### src/rtl/yay0lz_pkg.sv
// ----------------------------------------------------------------------------
// yay0lz_pkg
// Shared widths, constants and types of the Yay0 LZ decoder back end.
// ----------------------------------------------------------------------------
package yay0lz_pkg;

    // field widths
    localparam int REQ_W   = 1;
    localparam int LIT_W   = 8;
    localparam int LINK_W  = 16;
    localparam int EXTRA_W = 8;
    localparam int DATA_W  = 64;
    localparam int COUNT_W = 4;
    localparam int SIZE_W  = 24;
    localparam int BYTE_W  = 8;

    // link word layout and length bases
    localparam int LEN_SHIFT  = 12;
    localparam int CODE_W     = LINK_W - LEN_SHIFT;
    localparam int LONG_BASE  = 18;
    localparam int SHORT_BASE = 2;

    // distance 1..4096, length 1..273
    localparam int DIST_W = LEN_SHIFT + 1;
    localparam int LEN_W  = 9;

    // result word holds this many bytes
    localparam int OUT_BYTES = DATA_W / BYTE_W;

    localparam int QUEUE_DEPTH = 4;

    localparam int WINDOW_DEPTH_DEF = 4096;
    localparam int LANES_DEF        = 8;

    localparam logic [REQ_W-1:0] REQ_COPY = 1'b1;

    localparam logic [0:0] REG_TOTAL_SIZE = 1'b0;

    typedef struct packed {
        logic              is_copy;
        logic [LIT_W-1:0]  lit;
        logic [DIST_W-1:0] distance;
        logic [LEN_W-1:0]  len;
        logic              bad;
        logic              done;
    } t_token;

    typedef struct packed {
        logic              we;
        logic [SIZE_W-1:0] total_size;
    } t_cfg_wr;

    typedef struct packed {
        logic full;
        logic empty;
    } t_q_status;

endpackage

### src/rtl/yay0lz_queue.sv
// ----------------------------------------------------------------------------
// yay0lz_queue
// Short token queue between the front end and the copy engine.
// ----------------------------------------------------------------------------
module yay0lz_queue (
    input  logic                    i_clk,
    input  logic                    i_rst_n,
    input  logic                    i_push,
    input  yay0lz_pkg::t_token      i_push_data,
    input  logic                    i_pop,
    output yay0lz_pkg::t_token      o_pop_data,
    output yay0lz_pkg::t_q_status   o_status
);

    localparam int DEPTH = yay0lz_pkg::QUEUE_DEPTH;
    localparam int PTR_W = $clog2(DEPTH);

    yay0lz_pkg::t_token r_data [DEPTH];
    logic [PTR_W-1:0]   r_wr_ptr;
    logic [PTR_W-1:0]   r_rd_ptr;
    logic [PTR_W:0]     r_count;

    logic do_push;
    logic do_pop;

    assign o_status.full  = (r_count == (PTR_W+1)'(DEPTH));
    assign o_status.empty = (r_count == '0);

    assign do_push = i_push && !o_status.full;
    assign do_pop  = i_pop && !o_status.empty;

    assign o_pop_data = r_data[r_rd_ptr];

    always_ff @(posedge i_clk) begin
        if (!i_rst_n) begin
            r_wr_ptr <= '0;
            r_rd_ptr <= '0;
            r_count  <= '0;
        end else begin
            if (do_push) begin
                r_wr_ptr <= r_wr_ptr + PTR_W'(1);
            end
            if (do_pop) begin
                r_rd_ptr <= r_rd_ptr + PTR_W'(1);
            end
            if (do_push && !do_pop) begin
                r_count <= r_count + (PTR_W+1)'(1);
            end else if (do_pop && !do_push) begin
                r_count <= r_count - (PTR_W+1)'(1);
            end
        end
    end

    always_ff @(posedge i_clk) begin
        if (do_push) begin
            r_data[r_wr_ptr] <= i_push_data;
        end
    end

endmodule

### config.mk
export PLATFORM = sky130hd
export DESIGN_NAME = yay0lz_queue
export DESIGN_NICKNAME = d
export VERILOG_FILES = /design/src/rtl/yay0lz_pkg.sv /design/src/rtl/yay0lz_queue.sv
export SDC_FILE = /design/constraint.sdc
export NUM_CORES = 1
export LEC_CHECK = 0
export BUFFER_PORTS_ARGS = -buffer_cell sky130_fd_sc_hd__buf_2
export CAP_MARGIN = 10
export CORE_UTILIZATION = 44
export DETAILED_ROUTE_END_ITERATION = 8
export PLACE_DENSITY = 0.67
export SYNTH_ARGS = -nofsm -noshare
export SYNTH_HDL_FRONTEND = slang
export SYNTH_SLANG_ARGS = --single-unit
### constraint.sdc
create_clock -name i_clk -period 2.3 [get_ports i_clk]
set_clock_uncertainty 0.1 [all_clocks]
set_input_delay 0.115 -clock i_clk [delete_from_list [all_inputs] [get_ports i_clk]]
set_output_delay 0.115 -clock i_clk [all_outputs]
set_load 0.005 [all_outputs]
======== Yosys cells after proc, flatten, opt, wreduce, memory -nomap -nowiden ========
Memory sizes are Yosys's and may differ from the RTL's. A register that Yosys moved wholly into a read port is not among the register bits.
Cells that the tools add are included.
word-level totals
  flip-flop bits (word level) ............. 7
  bits in writable memories ............... 132
  bits of input ports ..................... 37
  output and inout port bits .............. 35
  memories ................................ 1
operators by class
  $add $sub $neg .......................... 4
  equal/unequal tests ..................... 1
  multiplexer cells ....................... 6
  reduce and logical (&&, ||, !) cells .... 10
memories
  memory  words  bits a word  read ports  clocked after Yosys merged registers in  write ports  RTL line            text
  r_data  4      33           1           1                                        1            yay0lz_queue.sv:18  yay0lz_pkg::t_token r_data [DEPTH];
operators with widths
  cell                   count
  $mux W3                2
  $add A2 B1 Y2 const B  2
  $logic_and A1 B1 Y1    4
  $logic_not A1 Y1       4
  $mux W2                2
  $add A3 B1 Y3 const B  1
  $eq A3 B3 Y1 const B   1
  $logic_not A3 Y1       1
  $sub A3 B1 Y3 const B  1
  $mux W1                2
  $reduce_bool A2 Y1     1

======== Logic depth before layout (Yosys ltp) ========
Gate-level depths: netlist of run 1.
  depth in word-level cells ............... 7
  gate-level depth with buffers ........... 9

======== Worst setup path after synthesis of run 1 ========
OpenSTA, ideal clock, no wires.
  path kind ............................... register to register
  from .................................... register r_count[0]
  to ...................................... register r_count[2]
  arrival ................................. 1957 ps
  data required time ...................... 2124 ps
  path slack .............................. 168 ps
  cell stages (with the launch flop) ...... 10
  cell sequence ........................... dfxtp_1 -> nor3b_2 -> nor2b_1 -> buf_6 -> ha_1 -> inv_1 -> fa_1 -> xor2_1 -> or3_1 -> a21boi_0
RTL lines
  item                      RTL line            text
  start: declaration        yay0lz_queue.sv:21  logic [PTR_W:0] r_count;
  start signal: assignment  yay0lz_queue.sv:47  r_count <= r_count + (PTR_W+1)'(1);
  start signal: assignment  yay0lz_queue.sv:49  r_count <= r_count - (PTR_W+1)'(1);

==> qor.csv, run 1 <==
stage,metric,value,unit
timing,number_of_slew_limit_violations_in_the_final_report,0,
synth,yosysTopAreaCell,edfxtp_1,
placed_design,post_dp_hpwl,5.019,mm
drt,drt_pre_antenna_iters,6,
clock_network,ctsRootBufferMaster,clkbuf_16,
drt,drtIter0Drc,144,
synth,syn_area_per_cell,23.97,µm²
clock_network,clock_tree.buffer_depth,2,
synth,netlist.area_leader.share,74.82,%
status,outcome,"complete, but fails checks",
run,cap_violations,0,
floorplan,dieArea,12480,µm²
cells_and_area,layout.core_utilization,58.02,%
setup_path,timing.critical_path.to_type,primary output,
hold_path,hp-class,primary input to register,
drt,ant_nets,0,
drt,routed-wl-met2,4.182,mm
clock_network,clock_tree.htree_level_count,4,
pwr,share_seq_of_total_power,45.8,%
drt,route.detailed.drc,7,
status,violations,design-rule violations,
timing,final_min_period_over_clock_period,94.54,%
pwr,power_density,1058,nW/µm²
setup_path,launch_point_of_the_worst_reg_to_reg_path,r_count[2],
synth,post_synth_instance_area,5298,µm²
global_route,grt_antenna_before_repair,0,
setup_path,critPathLaunchType,register,
drt,met1_length,3.933,mm
global_route,grt_util_all_layers,15.59,%
timing,finalSetupTns,0,ns
timing,final-hold-violation-count,0,
pwr,power.static_leakage,2.318,nW
setup_path,criticalPathCategory,register to primary output,
global_route,grt_first_pass_wirelength,13.97,mm
pwr,post_layout_power,7.100,mW
synth,ys_seq_area_share,78.22,%
synth,ys.flop_type,edfxtp_1,
timing,worstMarginPinSlew,0.4989,ns
pwr,intPower,5.353,mW
drt,detailroute.via_count,2517,
drt,met3WireLength,462,µm
clock_network,tritoncts,yes,
clock_network,cts-buffers-inserted,17,
synth,postSynthCellCount,221,
cells_and_area,layout-drive-gt1-share,40.45,%
global_route,grt_remaining_overflow,0,
pwr,net-switching-power,1.747,mW
setup_path,critical_path_arrival,1.96,ns
pwr,clkPwrFrac,32.4,%
synth,synth_enable_flop_cells,132,
timing,minimum_clock_period_after_layout,2.174,ns
drt,post_drt_via_cell_ratio,5.044,
timing,report.final.setup_viol,0,
floorplan,coreArea,11560,µm²
drt,routed_wire_length_per_instance,17.44,µm
setup_path,cp_max_fo,28,
timing,max_slew_margin,66.74,%
floorplan,boundaryPins,72,
synth,ys_top_cells_by_area,"edfxtp_1 (75%), mux4_2 (13%), dfxtp_1 (3.4%)",
hold_path,hold_path_startpoint,i_pop,
synth,async_reset_ff_share,0,%
setup_path,cp_data_required_time,2.09,ns
placed_design,buffer_ports.inserted,71,
floorplan,start_util,45.81,%
timing,max_freq,459.9,MHz
clock_network,insertion_delay,0.41,ns
synth,ys_seq_elements,141,
synth,ys_types,24,
clock_network,clk_pin_slew_worst_paths,0.05,ns
pwr,worst_ir_drop_vdd,0.5413,mV
drt,finalWirelength,8.701,mm
global_route,largest_net_degree_at_the_start_of_global_routing,34,
synth,yosys_warnings,0,
cells_and_area,area_delta_synth_final,26.67,%
clock_network,tritoncts_num_sinks,141,
cells_and_area,fin_nets,386,
synth,yosys.cell_count.top_type,edfxtp_1,
floorplan,die-width,111.7,µm
floorplan,fp.dieH,111.7,µm
floorplan,row_count,39,
synth,ys_top_cells_by_count,"edfxtp_1 (132), mux4_2 (30), dfxtp_1 (9), and2_1 (8), ha_1 (5)",
placed_design,gp_congestion,0.6590,
global_route,first_global_vias,2594,
drt,highest-signal-layer,met4,
pwr,swShare,24.61,%
cells_and_area,antennaDiodeCount,0,
timing,rsz0062_at_grt,no,
synth,synth_nets,264,
pwr,comb_power_share,21.8,%
[cell families (layout without fill, tap and decap cells)]
kind of cell    after synthesis  after routing  synth area share, %
compound gates                4              4               0.6376
simple gates                 17             17                1.913
mux                          36             36                14.81
buf+inv                      13            148                2.196
flops                       141            141                78.22
fa+ha+maj                     6              6                1.559
xor+xnor                      4              4               0.6614
[worst paths after layout]
check / end / slack (ns) / depth (start not counted)
setup / recovery: o_pop_data[27] / 0.13 / 3
hold / removal: register / 0.06 / 4
setup reg to reg: r_count[2] / 0.15 / 8
hold reg to reg: r_wr_ptr[1] / 0.40 / 2
[placed cells by master (no fill, tap or decap), drive strengths merged]
| cell | synthesis | final |
|---|---|---|
| a21boi | 1 | 1 |
| and2 | 8 | 8 |
| buf | 8 | 79 |
| clkbuf | 2 | 24 |
| clkinv | 0 | 5 |
| clkinvlp | 0 | 3 |
| dfxtp | 9 | 9 |
| dlygate4sd3 | 0 | 34 |
| edfxtp | 132 | 132 |
| fa | 1 | 1 |
| ha | 5 | 5 |
| inv | 3 | 3 |
| mux2i | 3 | 3 |
| mux4 | 33 | 33 |
| nand2 | 4 | 4 |
| nor2b | 2 | 2 |
| nor3 | 1 | 1 |
| nor3b | 1 | 1 |
| o21ai | 1 | 1 |
| o311ai | 1 | 1 |
| o31ai | 1 | 1 |
| or3 | 1 | 1 |
| xnor2 | 3 | 3 |
| xor2 | 1 | 1 |
[stage by stage]
stage	setup slack [ns]	instances	hold WS (ns)	area [µm²]
2_1_floorplan	0.1677	221	0.1139	5298
3_3_place_gp	0.2213	433	0.2272	5857
3_5_place_dp	0.06474	433	0.2338	5857
4_1_cts	0.02545	499	0.05817	6694
5_1_grt	0.009661	499	0.08530	6710
6_report	0.1256	499	0.05942	6710
[sequential cells by signal, indices dropped and copies added, names as in the netlist, named ones only]
| signal | flops |
|---|---|
| r_count | 3 |
| r_rd_ptr | 2 |
| r_data | 132 |
| r_wr_ptr | 2 |
[power groups by stage]
stage	logic, mW	clock network [mW]	registers [mW]
6_report	1.55	2.30	3.25
5_1_grt	1.70	2.47	3.28
4_1_cts	1.58	2.35	3.25
3_5_place_dp	1.53	0	3.30
3_3_place_gp	1.52	0	3.29
2_1_floorplan	1.07	0	3.25
[area by class of cell]
type	count	area, µm²
clock inverter	8	45.04
timing repair buffer	113	818.3
fill	882	4855
inverter	3	11.26
multi-input combinational	67	1056
tap	143	178.9
clock buffer	24	451.7
sequential	141	4149
[critical path, cell delays in order, from the launching register on]
cell and delay, ns:
dfxtp_2 0.46, buf_12 0.29, mux4_1 0.62, buf_2 0.16
[what timing repair did]
item | 4_1_cts | 5_1_grt
hold buffers | 34 | 0
buffers inserted | 0 | 0
endpoints found under the setup margin | 0 | 1
resized for setup | 0 | 5
endpoints found under the hold margin | 141 | 0
[routing by layer]
| metal | vias up | global-route usage, % |
|---|---|---|
| li1 | 1162 | - |
| met1 | 1282 | 20.05 |
| met2 | 62 | 23.85 |
| met3 | 11 | 5.825 |
| met4 | 0 | 6.757 |
| met5 | - | 0 |
No activity file was read; power rests on OpenSTA's default activity.
==> inputs of run 2 (changes only) <==
--- a/config.mk
+++ b/config.mk
@@ -9,7 +9,6 @@
 export CAP_MARGIN = 10
 export CORE_UTILIZATION = 44
 export DETAILED_ROUTE_END_ITERATION = 8
-export PLACE_DENSITY = 0.67
 export SYNTH_ARGS = -nofsm -noshare
 export SYNTH_HDL_FRONTEND = slang
 export SYNTH_SLANG_ARGS = --single-unit
==> constraint.sdc (replaced) <==
create_clock -name i_clk -period 2.3 [get_ports i_clk]
set_clock_uncertainty 0.1 [all_clocks]
set_input_delay 0.46 -clock i_clk [delete_from_list [all_inputs] [get_ports i_clk]]
set_output_delay 0.46 -clock i_clk [all_outputs]
set_load 0.005 [all_outputs]
==> run 2 against run 1 <==
Against the previous run:
- the flow still finishes with violations (design-rule violations)
- non-clock buffer count decreased by 28
- die area unchanged
- final cell count down 5.6%
- hold slack better by 0.098 ns
- routed wire length fell by 1.1%
- maximum frequency fell by 4.7%
- power rose by 3.4%
- clock-buffer cell count is 2 lower
- critical path depth is the same
- sequential share of layout area grew 2.6 points
- setup slack lost 0.11 ns
- register-to-register slack hardly changed
- critical path type unchanged
- highest routed layer is now met5
==> qor.csv, run 2 (same netlist as run 1, synthesis figures left out) <==
stage,metric,value,unit,change
status,outcome,"complete, but fails checks",,
status,violations,design-rule violations,,
clock_network,clock_tree.buffer_depth,2,,unchanged
cells_and_area,final_common_cell,edfxtp_1,,
setup_path,cp_slowest_stage_delay,0.58,ns,-0.04 ns
drt,drt_pre_antenna_iters,7,,+1
timing,rsz0062_at_grt,yes,,
clock_network,clock_tree.htree_level_count,4,,unchanged
setup_path,cp_data_required_time,1.74,ns,-0.35 ns
cells_and_area,layout.core_utilization,55.64,%,-2.4 points
setup_path,critical_path_arrival,1.72,ns,-0.24 ns
cells_and_area,number_of_flip_flops_in_the_largest_register,132,,unchanged
cells_and_area,layout.cells.most_common_list,"edfxtp_1 (132), buf_2 (71), mux4_2 (30), clkbuf_16 (17), buf_4 (11)",,
clock_network,post_cts_hold_buffer_count,0,,-100%
placed_design,post-place-cells,439,,+1.4%
placed_design,gp_congestion,0.6527,,-0.96%
setup_path,criticalPathCategory,register to primary output,,
cells_and_area,layout-drive-gt1-share,45.12,%,+4.7 points
global_route,grt_util_all_layers,15.28,%,-0.31 points
drt,drtIter0Drc,145,,+0.69%
drt,finalWirelength,8.605,mm,-1.1%
timing,number_of_slew_limit_violations_in_the_final_report,0,,unchanged
timing,final-hold-violation-count,0,,unchanged
global_route,grt_first_pass_wirelength,13.45,mm,-3.8%
clock_network,insertion_delay,0.41,ns,about the same
timing,minimum_clock_period_after_layout,2.281,ns,+0.1063 ns
drt,post_drt_via_cell_ratio,5.106,,+1.2%
timing,max_slew_margin,78.11,%,+11 points
timing,worstMarginPinSlew,0.3284,ns,-0.1705 ns
drt,routed_wire_length_per_instance,18.27,µm,+4.8%
timing,final.hold.worst_slack,0.1570,ns,+0.09761 ns
global_route,grt_remaining_overflow,0,,unchanged
placed_design,worst_setup_timing_slack_at_the_placement_stage,0.1239,ns,+0.05914 ns
floorplan,coreArea,11560,µm²,unchanged
floorplan,boundaryPins,72,,unchanged
clock_network,tritoncts_num_sinks,141,,unchanged
global_route,grt_antenna_before_repair,1,,+1
setup_path,worst_path_dominant_cell_family,multiplexers,,
setup_path,worstPathCellList,buf_4 -> mux4_1 -> buf_2,,
cells_and_area,largest-register,r_data,,
floorplan,start_util,45.81,%,unchanged
pwr,worst_ir_drop_vdd,0.6059,mV,+12%
global_route,largest_net_degree_at_the_start_of_global_routing,22,,-35%
clock_network,tritoncts,yes,,
drt,ant_nets,0,,unchanged
pwr,power_density,1141,nW/µm²,+7.9%
drt,detailroute.via_count,2405,,-4.4%
floorplan,row_count,39,,unchanged
drt,route.detailed.drc,4,,-3
run,cap_violations,0,,unchanged
timing,max_freq,438.5,MHz,-4.7%
timing,final_min_period_over_clock_period,99.16,%,+4.6 points
clock_network,cts-buffers-inserted,17,,unchanged
global_route,first_global_vias,2554,,-1.5%
clock_network,ctsRootBufferMaster,clkbuf_16,,
hold_path,hp-class,primary input to register,,
floorplan,die-width,111.7,µm,unchanged
clock_network,clk_pin_slew_worst_paths,0.05,ns,about the same
setup_path,cp_max_fo,10,,-64%
setup_path,critPathLaunchType,register,,
cells_and_area,area_delta_synth_final,21.47,%,
setup_path,critical_path_top_delay_cell,mux4_1,,
placed_design,post_dp_hpwl,5.369,mm,+7.0%
pwr,power.static_leakage,2.242,nW,-3.3%
setup_path,critical_path_buf_inv_count,2,,unchanged
timing,report.final.setup_viol,0,,unchanged
setup_path,timing.critical_path.to_type,primary output,,
cells_and_area,layout.filler_cells,859,,-2.6%
timing,timing.final.ws_setup,0.01932,ns,-0.1063 ns
cells_and_area,fin_nets,358,,-7.3%
cells_and_area,antennaDiodeCount,0,,unchanged
floorplan,dieArea,12480,µm²,unchanged
cells_and_area,largest_registers,"r_data: 132 flops, r_count: 3 flops",,
placed_design,buffer_ports.inserted,71,,unchanged
floorplan,fp.dieH,111.7,µm,unchanged
cells_and_area,layout.cells.non_filler,471,,-5.6%
==> run 2: cell types whose count changed in the layout (fill, tap and decap cells not counted), moves of 2 or more <==
cell	previous run	this run
bufinv_16	0	3
clkbuf_1	7	5
buf_4	3	11
clkinvlp_4	3	0
buf_12	5	2
dlygate4sd3_1	34	0
==> run 2: repair_timing <==
action	in CTS	in global routing
endpoints found under the setup margin	12	10
resized for setup	1	1
buffers inserted	0	0
pin swaps	0	0
gates cloned	0	0
==> run 2: final timing paths <==
path / end / start / slack [ns] / cells past startpoint
setup / recovery: o_pop_data[17] / register / 0.02 / 3
hold / removal: r_data[0][1] / i_push_data[1] / 0.16 / 1
setup reg to reg: r_count[2] / r_count[1] / 0.15 / 7
hold reg to reg: r_wr_ptr[1] / r_wr_ptr[1] / 0.40 / 2
==> run 2: layer usage <==
| metal | wire, µm | global-route usage, % | vias to the layer above |
|---|---|---|---|
| met5 | 13 | 0 | - |
| met4 | 119 | 8.649 | 2 |
| met3 | 482 | 5.661 | 10 |
| met2 | 4413 | 24.68 | 60 |
| met1 | 3575 | 17.64 | 1227 |
| li1 | - | - | 1106 |
==> run 2: cell type report <==
| cell class | count | area [µm²] | area share (%) |
|---|---|---|---|
| Tap cell | 143 | 178.9 | 2.780 |
| Clock buffer | 22 | 444.2 | 6.903 |
| Timing Repair Buffer | 85 | 489.2 | 7.603 |
| Sequential cell | 141 | 4148 | 64.46 |
| Clock inverter | 10 | 121.4 | 1.886 |
| Multi-Input combinational cell | 67 | 1042 | 16.20 |
| Inverter | 3 | 11.26 | 0.1750 |
==> run 2: per-stage QoR <==
step / setup TNS (ns) / power (mW) / cell area, µm²
2_1_floorplan: 0 / 4.323 / 5298
3_5_place_dp: 0 / 4.832 / 5864
3_3_place_gp: 0 / 4.808 / 5864
6_report: 0 / 7.344 / 6435
4_1_cts: -0.04194 / 7.455 / 6434
5_1_grt: -0.1930 / 7.685 / 6435
==> run 2: report_power, final <==
group          switching [mW]  leakage (nW)  total (mW)  internal (mW)
registers              0.0987          1.28        3.22           3.13
clock network           0.924         0.278        2.61           1.68
logic                   0.691         0.679        1.51          0.823
