==> src/rtl/yay0lz_pkg.sv <==
// ----------------------------------------------------------------------------
// yay0lz_pkg
// Shared widths, constants and types of the Yay0 LZ decoder back end.
// ----------------------------------------------------------------------------
package yay0lz_pkg;

    // field widths
    localparam int REQ_W   = 1;
    localparam int LIT_W   = 8;
    localparam int LINK_W  = 16;
    localparam int EXTRA_W = 8;
    localparam int DATA_W  = 64;
    localparam int COUNT_W = 4;
    localparam int SIZE_W  = 24;
    localparam int BYTE_W  = 8;

    // link word layout and length bases
    localparam int LEN_SHIFT  = 12;
    localparam int CODE_W     = LINK_W - LEN_SHIFT;
    localparam int LONG_BASE  = 18;
    localparam int SHORT_BASE = 2;

    // distance 1..4096, length 1..273
    localparam int DIST_W = LEN_SHIFT + 1;
    localparam int LEN_W  = 9;

    // result word holds this many bytes
    localparam int OUT_BYTES = DATA_W / BYTE_W;

    localparam int QUEUE_DEPTH = 4;

    localparam int WINDOW_DEPTH_DEF = 4096;
    localparam int LANES_DEF        = 8;

    localparam logic [REQ_W-1:0] REQ_COPY = 1'b1;

    localparam logic [0:0] REG_TOTAL_SIZE = 1'b0;

    typedef struct packed {
        logic              is_copy;
        logic [LIT_W-1:0]  lit;
        logic [DIST_W-1:0] distance;
        logic [LEN_W-1:0]  len;
        logic              bad;
        logic              done;
    } t_token;

    typedef struct packed {
        logic              we;
        logic [SIZE_W-1:0] total_size;
    } t_cfg_wr;

    typedef struct packed {
        logic full;
        logic empty;
    } t_q_status;

endpackage

==> src/rtl/yay0lz_if.sv <==
// ----------------------------------------------------------------------------
// yay0lz_if
// Token and result channels of the Yay0 LZ decoder, valid/ready handshake.
// ----------------------------------------------------------------------------
interface yay0lz_tok_if;
    logic                            valid;
    logic                            ready;
    logic [yay0lz_pkg::REQ_W-1:0]    req_type;
    logic [yay0lz_pkg::LIT_W-1:0]    literal_byte;
    logic [yay0lz_pkg::LINK_W-1:0]   link_word;
    logic [yay0lz_pkg::EXTRA_W-1:0]  extra_length;

    modport source (
        output valid, req_type, literal_byte, link_word, extra_length,
        input  ready
    );
    modport sink (
        input  valid, req_type, literal_byte, link_word, extra_length,
        output ready
    );
endinterface


==> src/rtl/yay0lz_front.sv <==
// ----------------------------------------------------------------------------
// yay0lz_front
// Accepts tokens, decodes length and distance, clips to the decoded size
// and flags references before the start of output.
// ----------------------------------------------------------------------------
module yay0lz_front (
    input  logic                    i_clk,
    input  logic                    i_rst_n,
    yay0lz_tok_if.sink              i_tok,
    input  yay0lz_pkg::t_cfg_wr     i_cfg,
    input  yay0lz_pkg::t_q_status   i_q_status,
    output logic                    o_push,
    output yay0lz_pkg::t_token      o_push_data
);

    localparam int SIZE_W = yay0lz_pkg::SIZE_W;
    localparam int LEN_W  = yay0lz_pkg::LEN_W;
    localparam int DIST_W = yay0lz_pkg::DIST_W;

    // bytes produced so far and bytes still missing to the decoded size
    logic [SIZE_W-1:0] r_out_count, n_out_count;
    logic [SIZE_W-1:0] r_remaining, n_remaining;

    logic                          accept;
    logic                          is_copy;
    logic [yay0lz_pkg::CODE_W-1:0] code;
    logic [LEN_W-1:0]              len_raw;
    logic [LEN_W-1:0]              len_clip;
    logic [DIST_W-1:0]             distance;
    logic                          reach_end;

    assign i_tok.ready = !i_q_status.full;
    assign accept      = i_tok.valid && i_tok.ready;

    assign is_copy  = (i_tok.req_type == yay0lz_pkg::REQ_COPY);
    assign code     = i_tok.link_word[yay0lz_pkg::LINK_W-1:yay0lz_pkg::LEN_SHIFT];
    assign distance = DIST_W'(i_tok.link_word[yay0lz_pkg::LEN_SHIFT-1:0]) + DIST_W'(1);

    always_comb begin
        if (!is_copy) begin
            len_raw = LEN_W'(1);
        end else if (code == '0) begin
            len_raw = LEN_W'(i_tok.extra_length) + LEN_W'(yay0lz_pkg::LONG_BASE);
        end else begin
            len_raw = LEN_W'(code) + LEN_W'(yay0lz_pkg::SHORT_BASE);
        end
    end

    assign reach_end = (SIZE_W'(len_raw) >= r_remaining);
    // when clipped the remainder is at most the raw length, so it fits
    assign len_clip  = reach_end ? r_remaining[LEN_W-1:0] : len_raw;

    // a finished stream swallows tokens
    assign o_push = accept && (r_remaining != '0);

    always_comb begin
        o_push_data.is_copy  = is_copy;
        o_push_data.lit      = i_tok.literal_byte;
        o_push_data.distance = distance;
        o_push_data.len      = len_clip;
        o_push_data.bad      = is_copy && (SIZE_W'(distance) > r_out_count);
        o_push_data.done     = reach_end;
    end

    always_comb begin
        n_out_count = r_out_count;
        n_remaining = r_remaining;
        if (i_cfg.we) begin
            n_remaining = (i_cfg.total_size > r_out_count) ?
                          (i_cfg.total_size - r_out_count) : '0;
        end else if (o_push) begin
            n_out_count = r_out_count + SIZE_W'(len_clip);
            n_remaining = r_remaining - SIZE_W'(len_clip);
        end
    end

    always_ff @(posedge i_clk) begin
        if (!i_rst_n) begin
            r_out_count <= '0;
            r_remaining <= '0;
        end else begin
            r_out_count <= n_out_count;
            r_remaining <= n_remaining;
        end
    end

endmodule

==> src/flat_wrapper.sv <==
// flat-port wrapper written by rule: the top's interface ports become plain ports
module yay0lz_front_flat 
  (i_clk, i_rst_n, i_cfg, i_q_status, o_push, o_push_data, i_tok_valid, i_tok_req_type, i_tok_literal_byte, i_tok_link_word, i_tok_extra_length, i_tok_ready);
  yay0lz_tok_if i_tok_i ();
  input  logic i_clk;
  input  logic i_rst_n;
  input  yay0lz_pkg::t_cfg_wr i_cfg;
  input  yay0lz_pkg::t_q_status i_q_status;
  output logic o_push;
  output yay0lz_pkg::t_token o_push_data;
  input wire logic [$bits(i_tok_i.valid)-1:0] i_tok_valid;
  input wire logic [$bits(i_tok_i.req_type)-1:0] i_tok_req_type;
  input wire logic [$bits(i_tok_i.literal_byte)-1:0] i_tok_literal_byte;
  input wire logic [$bits(i_tok_i.link_word)-1:0] i_tok_link_word;
  input wire logic [$bits(i_tok_i.extra_length)-1:0] i_tok_extra_length;
  output wire logic [$bits(i_tok_i.ready)-1:0] i_tok_ready;
  assign i_tok_i.valid = i_tok_valid;
  assign i_tok_i.req_type = i_tok_req_type;
  assign i_tok_i.literal_byte = i_tok_literal_byte;
  assign i_tok_i.link_word = i_tok_link_word;
  assign i_tok_i.extra_length = i_tok_extra_length;
  assign i_tok_ready = i_tok_i.ready;
  yay0lz_front u_core (.i_clk(i_clk), .i_rst_n(i_rst_n), .i_tok(i_tok_i), .i_cfg(i_cfg), .i_q_status(i_q_status), .o_push(o_push), .o_push_data(o_push_data));
endmodule
==> config.mk <==
export PLATFORM = sky130hd
export DESIGN_NAME = yay0lz_front_flat
export DESIGN_NICKNAME = d
export VERILOG_FILES = /design/src/rtl/yay0lz_pkg.sv /design/src/rtl/yay0lz_if.sv /design/src/rtl/yay0lz_front.sv /design/src/flat_wrapper.sv
export SDC_FILE = /design/constraint.sdc
export NUM_CORES = 1
export LEC_CHECK = 0
export ABC_AREA = 0
export BUFFER_PORTS_ARGS = -buffer_cell sky130_fd_sc_hd__buf_2
export CORE_UTILIZATION = 59
export CTS_BUF_LIST = sky130_fd_sc_hd__clkbuf_8
export CTS_CLUSTER_DIAMETER = 200
export DETAILED_ROUTE_END_ITERATION = 6
export PLACE_DENSITY = 0.83
export RECOVER_POWER = 25
export SLEW_MARGIN = 20
export SYNTH_ARGS = -nofsm -noshare
export SYNTH_HDL_FRONTEND = slang
export SYNTH_SLANG_ARGS = --single-unit
==> constraint.sdc <==
create_clock -name i_clk -period 8.3 [get_ports i_clk]
set_input_delay 2.075 -clock i_clk [delete_from_list [all_inputs] [get_ports i_clk]]
set_output_delay 2.075 -clock i_clk [all_outputs]
set_load 0.05 [all_outputs]
Yosys cells after proc, flatten, opt, wreduce, memory -nomap -nowiden
Index checks and enable logic that the tools add are counted.
{"block": "totals", "ff_bits": 48, "input_bits": 63, "output_inout_bits": 35, "wordCells": 26}
{"block": "op_classes", "n_addsub": 6, "n_lt_le_gt_ge": 3, "muxes": 6, "n_bitwise": 1, "reduce_logical": 8}
{"operator": "$mux 24", "n": 3}
{"operator": "$mux 9", "n": 3}
{"operator": "$add 24x9->24", "n": 1}
{"operator": "$ge 9x24->1", "n": 1}
{"operator": "$gt 13x24->1", "n": 1}
{"operator": "$gt 24x24->1", "n": 1}
{"operator": "$reduce_bool 24->1", "n": 1}
{"operator": "$sub 24x24->24", "n": 1}
{"operator": "$sub 24x9->24", "n": 1}
{"operator": "$add 12x1->13 const B", "n": 1}
{"operator": "$add 8x5->9 const B", "n": 1}
{"operator": "$add 4x2->5 const B", "n": 1}
{"operator": "$logic_not 4->1", "n": 1}
{"operator": "$logic_and 1x1->1", "n": 3}
{"operator": "$reduce_and 2->1", "n": 1}
{"operator": "$reduce_bool 2->1", "n": 1}
{"operator": "$logic_not 1->1", "n": 1}
{"operator": "$not 1->1", "n": 1}

Depth between registers and ports, before layout
Gate-level depths: netlist of run 1.
{"block": "depth", "ltp_word": 8, "mapped_depth": 28, "depth_no_buf": 27}

Least setup slack after synthesis of run 1
No wires, ideal clock.
{"block": "synth_timing", "kind": "input-to-output", "startpoint": "input port i_tok_extra_length[1]", "endpoint": "output port o_push_data[8] in the netlist's numbering", "arrival_time_ps": 6134, "t_required_ps": 6225, "path_slack_ps": 91, "path_stages": 16, "n_path_buf": 3, "path_cell_list": "ha_1 a21oi_1 or3_1 and2_1 nand2b_1 clkinv_1 ha_1 inv_1 nor4_1 a311oi_1 a211oi_1 o31a_2 buf_6 clkbuf_1 clkbuf_1 o31ai_1"}
{"element": "start, declared", "line_no": "flat_wrapper.sv:15", "text": "input wire logic [$bits(i_tok_i.extra_length)-1:0] i_tok_extra_length;"}
{"element": "end, declared", "line_no": "flat_wrapper.sv:10", "text": "output yay0lz_pkg::t_token o_push_data;"}

==> impl_metrics.toml, run 1 <==
[grt]
grt_pass1_vias = 5980
grt_pass1_wl_um = 27100
grt_max_degree = 29
antenna_found_initial = 0
grt_overflow_total = 0
track_usage = 0.334

[placement]
dp_hpwl_um = 13100
dp.cells = 975
port_buffers = 80
dp_slack_ps = 120
place.gp.congestion = 0.995

[min_path]
hp-class = "reg -> reg"
hold_depth = 2
min-delay-start = "u_core.r_out_count[4]"

[setup_path]
timing.rr.start = "u_core.r_remaining[0]"
path_class = "in -> out"
cp_max_fo = 27
critPathMaxStageDelay_ps = 380
critPathLaunchType = "primary input"
reg2reg_depth = 21
crit_chain = "buf_2, ha_1, a21oi_1, or3_1, and2_1, nand2b_1, clkinv_1, ha_1, nand2_1, a2111oi_2, a311oi_2, a211oi_1, o31a_2, buf_4, mux2_2, buf_2"
cp_data_required_time_ps = 6230
worst_path_dominant_cell_family = "compound AO/OA/AOI/OAI gates"
critPathCaptureType = "output port"
critPathArrivalTime_ps = 5770
cp-startpoint = "i_tok_extra_length[1]"
crit_cells = 16
timing.critical_path.slowest_stage_cell = "ha_1"
path_buf_inv = 4

[sta]
worst_slew_pin_slew_ps = 780
slew_headroom = 0.480
holdWs_ps = 484
hold_viol = 0
final.setup.worst_slack_ps = 455
setup_viol = 0
skew_ps = 9.96
slew_violations = 0
fin_crit_ps = 7850
fmax_ghz = 0.127
post-route-period-util = 0.945

[logic_synthesis]
ys_ff_latch = 48
synthCells = 791
ys_seq_area_frac = 0.167
ys_top_cells_by_area = "dfxtp_1 (17%), ha_1 (13%), a21oi_1 (5.9%)"
ys.flop_type = "dfxtp_1"
synth_area_mm2 = 0.00576
synth_top_area_frac = 0.167
synthArstFlopShare = 0
yosysMostFrequentCell = "nand2_1"
syn_area_per_cell_um2 = 7.28
ys_top_cells_by_count = "nand2_1 (77), inv_1 (71), a21oi_1 (68)"
yosysTopAreaCell = "dfxtp_1"
synth-edff-count = 0
ys_warn_count = 0
synth_nets = 917
ys_types = 74

[finish]
drive_gt1_frac = 0.124
nNetsFinal = 979
regArea_um2 = 961
fillers = 823
diodes = 0
final-instance-count-excl-fill = 982
syn2layout_area_growth_pct = 9.91
multi_input_area_mm2 = 0.00436

[floorplanning]
ios = 98
dieArea_mm2 = 0.0102
rows = 35
die_h_um = 101
die_w_um = 101
initial_utilization = 0.617
coreArea_mm2 = 0.00933

[clock_tree]
cts_buffer_depth = 2
postCtsSetupRepairBufs = 0
clock_latency_ps = 310
cts_hold_buf = 0
clock-root-buffer = "clkbuf_8"
cts_sinks = 48
cts_buffers = 5
clk_pin_slew_ps = 90
cts.repair.resized = 0
cts_max_level = 2
cts_tree = "built"

[route]
antenna_left = 0
first_pass_iters = 6
wl_um = 16600
avgRoutedWirePerCell_um = 16.9
remaining_drc_errors = 0
vias = 6216
via_per_inst = 6.33
dr.first_iter.drc_count = 362

[pwr]
powerDensity_mw_per_mm2 = 144
p_leak_uw = 0.00258
peakVddDrop_mv = 0.0987
power.total_uw = 914

[status]
status = "finished, final reports clean"

[job]
drv_cap = 0
## cells in the final DEF, fill, tap and decap left out, drive strengths merged, types with 21 or more instances in the layout
cell type / Yosys / layout
a21oi: 68 / 68
xnor2: 32 / 32
inv: 72 / 72
nor3: 21 / 21
ha: 60 / 60
dfxtp: 48 / 48
nand2: 77 / 77
buf: 12 / 75
o21ai: 48 / 48
nor2: 44 / 44
nand3: 39 / 39
## final cells by class
type	count	area share
timing repair buffer	87	0.0692
clock inverter	2	0.00949
clock buffer	5	0.0109
inverter	74	0.0439
tap	129	0.0255
multi-input combinational	637	0.689
sequential	48	0.152
## tightest hold or removal path, stage by stage (launching register included)
cell and delay, ps:
dfxtp_1 340, nand2_1 60, a21oi_1 50
## where the power goes
part / switching (µW) / leakage, µW / internal, µW / total [µW]
sequential: 20.2 / 0.000391 / 245 / 265
clock: 85.1 / 0.0000642 / 119 / 204
combinational: 277 / 0.00213 / 168 / 445
## flip-flops by register name, summed over array words and instances (netlist names)
name,cells
u_core.r_out_count,24
u_core.r_remaining,24
## path summary, 6_finish.rpt
kind	end	slack, ps
setup reg to reg	u_core.r_out_count[14]	2970
hold reg to reg	u_core.r_out_count[4]	480
hold / removal	u_core.r_out_count[4]	480
setup / recovery	o_push_data[10]	450
## layer usage
metal | track usage | vias to the layer above | part of all wire
met2 | 0.594 | 287 | 0.49
li1 | - | 2996 | -
met1 | 0.407 | 2889 | 0.42
met3 | 0.0368 | 44 | 0.070
met4 | 0.145 | 0 | 0.027
met5 | 0 | - | 0
## metrics by stage
stage	area, µm²	TNS (ps)	util
6_report	6330	0	0.678
5_1_grt	6330	-16.0	0.678
4_1_cts	6330	0	0.678
3_5_place_dp	6200	0	0.665
3_3_place_gp	6200	0	0.665
2_1_floorplan	5760	0	-
## cell families after synthesis
group | Yosys count | share of synthesized area
fa+ha+maj | 64 | 0.143
mux | 13 | 0.0230
simple gates | 271 | 0.235
xor+xnor | 50 | 0.0761
flops | 48 | 0.167
buf+inv | 106 | 0.0784
compound gates | 239 | 0.278
Power figures use the tool's default switching activity.
==> run 2: changes to the inputs <==
Settings changed: ABC_AREA 0 to 1, CORE_MARGIN set to 5, CORE_UTILIZATION 59 to 60, PLACE_DENSITY 0.83 to 0.84, TNS_END_PERCENT set to 20.
==> impl_metrics.toml, run 2 <==
[sta]
slew_headroom = 0.347
worst_slew_pin_slew_ps = 975
fin_crit_ps = 7450
slew_violations = 0
hold_viol = 0
rsz0062_at_grt = "false"
setup_viol = 0
setup_tns_ps = 0
post-route-period-util = 0.897
fmax_ghz = 0.134
holdWs_ps = 493
skew_ps = 10.8

[grt]
grt_max_degree = 44
grtUsageMet1 = 0.347
grt_pass1_wl_um = 24900
track_usage = 0.252
use_met3 = 0.0276
grt_most_used_layer = "met2"
antenna_found_initial = 0
grt_pass1_vias = 5536
grt_overflow_total = 0
grtUsageMet2 = 0.424

[route]
antenna_left = 0
first_pass_iters = 5
vias = 6033
via_per_inst = 5.44
dr.first_iter.drc_count = 329
wl_um = 14700
avgRoutedWirePerCell_um = 13.2
remaining_drc_errors = 0

[logic_synthesis]
ys_top_cells_by_area = "dfxtp_1 (16%), ha_1 (13%), inv_1 (9.2%)"
synth_area_mm2 = 0.00593
ys_warn_count = 0
synthCells = 916
ys.flop_type = "dfxtp_1"
ys_top_cells_by_count = "inv_1 (146), nand2_1 (141), a21oi_1 (100)"
yosysMostFrequentCell = "inv_1"
synth_nets = 1042
ys_ff_latch = 48
syn_area_per_cell_um2 = 6.47
yosysTopAreaCell = "dfxtp_1"
synth-edff-count = 0
synth_top_area_frac = 0.162
ys_seq_area_frac = 0.162
synthArstFlopShare = 0
ys_types = 50

[placement]
place.gp.congestion = 0.960
dp_hpwl_um = 12000
dp.cells = 1102
port_buffers = 80

[job]
drv_cap = 0

[clock_tree]
cts_sinks = 48
clock-root-buffer = "clkbuf_8"
cts_tree = "built"
cts_buffers = 5
postCtsSetupRepairBufs = 0
cts_hold_buf = 0
clock_latency_ps = 310
cts_max_level = 2
cts.repair.resized = 0
cts_buffer_depth = 2
clk_pin_slew_ps = 100

[pwr]
p_leak_uw = 0.00305
intPower_uw = 483
p_comb_frac = 0.471
powerDensity_mw_per_mm2 = 132
seq_power_share = 0.311
peakVddDrop_mv = 0.0899
switching_share = 0.431
p_switching_uw = 366
p_clk_frac = 0.217

[finish]
fillers = 918
final-instance-count-excl-fill = 1110
fin_util = 0.663
diodes = 0
nNetsFinal = 1102
reg.largest.list = "u_core.r_out_count x24, u_core.r_remaining x24"
drive_gt1_frac = 0.158
multi_input_area_mm2 = 0.00423
layout_common_cells = "inv_1 (146), nand2_1 (142), a21oi_1 (100)"
layout_commonest_cell = "inv_1"
regArea_um2 = 961
syn2layout_area_growth_pct = 8.76

[setup_path]
cp_max_fo = 13
critPathLaunchType = "primary input"
path_class = "in -> out"
critPathArrivalTime_ps = 5370
critPathCaptureType = "output port"
cp_data_required_time_ps = 6230

[floorplanning]
dieArea_mm2 = 0.0120
die_w_um = 109
ios = 98
coreArea_mm2 = 0.00973
die_h_um = 109
initial_utilization = 0.610
rows = 36

[status]
status = "finished, final reports clean"

[min_path]
hp-class = "reg -> reg"
-- run 2: changes by cell type after synthesis, sizes merged, moves of 17 or more --
cell	delta
nand3	+31
o21ai	+36
xnor2	-17
nand2	+80
a21oi	+33
nor2	+32
inv	+84
-- run 2: cells by family after synthesis --
family | Yosys count | share of synthesized area
xor+xnor | 40 | 0.0591
compound gates | 217 | 0.203
simple gates | 365 | 0.315
buf+inv | 183 | 0.125
fa+ha+maj | 63 | 0.137
flops | 48 | 0.162
-- run 2: per-layer routing --
layer | share of wire | routed length [µm]
met5 | 0 | 0
met4 | 0.011 | 162
met3 | 0.050 | 731
met2 | 0.46 | 6730
met1 | 0.48 | 7070
-- run 2: stage by stage --
| step | total power [µW] | setup slack [ps] | area, µm² |
|---|---|---|---|
| after CTS | 848 | 1030 | 6460 |
| after global routing | 913 | 572 | 6450 |
| after global placement | 656 | 1060 | 6340 |
| after floorplan | 588 | 803 | 5930 |
| after detailed placement | 664 | 1030 | 6340 |
| final | 849 | 852 | 6450 |
-- run 2: final timing paths --
check | startpoint | cells past startpoint | slack, ps | to
worst max-delay path | i_tok_extra_length[1] | 20 | 850 | o_push_data[3]
worst min-delay path | u_core.r_out_count[14] | 1 | 490 | u_core.r_out_count[14]
worst max register to register | u_core.r_remaining[10] | 27 | 3120 | u_core.r_out_count[21]
worst min register to register | u_core.r_out_count[14] | 1 | 490 | u_core.r_out_count[14]
-- run 2: cell type report --
type	count	share of cell area
Multi-Input combinational cell	685	0.655
Sequential cell	48	0.149
Inverter	156	0.0908
Timing Repair Buffer	80	0.0601
Tap cell	133	0.0258
Clock buffer	6	0.0128
Clock inverter	2	0.00601
-- run 2: power by group through the flow --
stage	clock network, µW	logic, µW	registers (µW)
3_5_place_dp	0	395	269
2_1_floorplan	0	325	263
3_3_place_gp	0	388	268
4_1_cts	187	398	263
5_1_grt	196	451	266
6_report	184	400	264
-- run 2: critical path: stages --
cell and delay, ps:
buf_2 120, ha_1 200, or2_2 290, a21oi_1 170, nor2_1 60, nand2_1 110
inv_1 80, ha_1 320, nand2_1 60, nand2_1 60, nand2_1 50, nand3_1 60
nand2_1 60, nand2_2 70, nand2_4 120, nand2_1 360, inv_2 180, o21ai_0 480
inv_1 200, buf_2 260
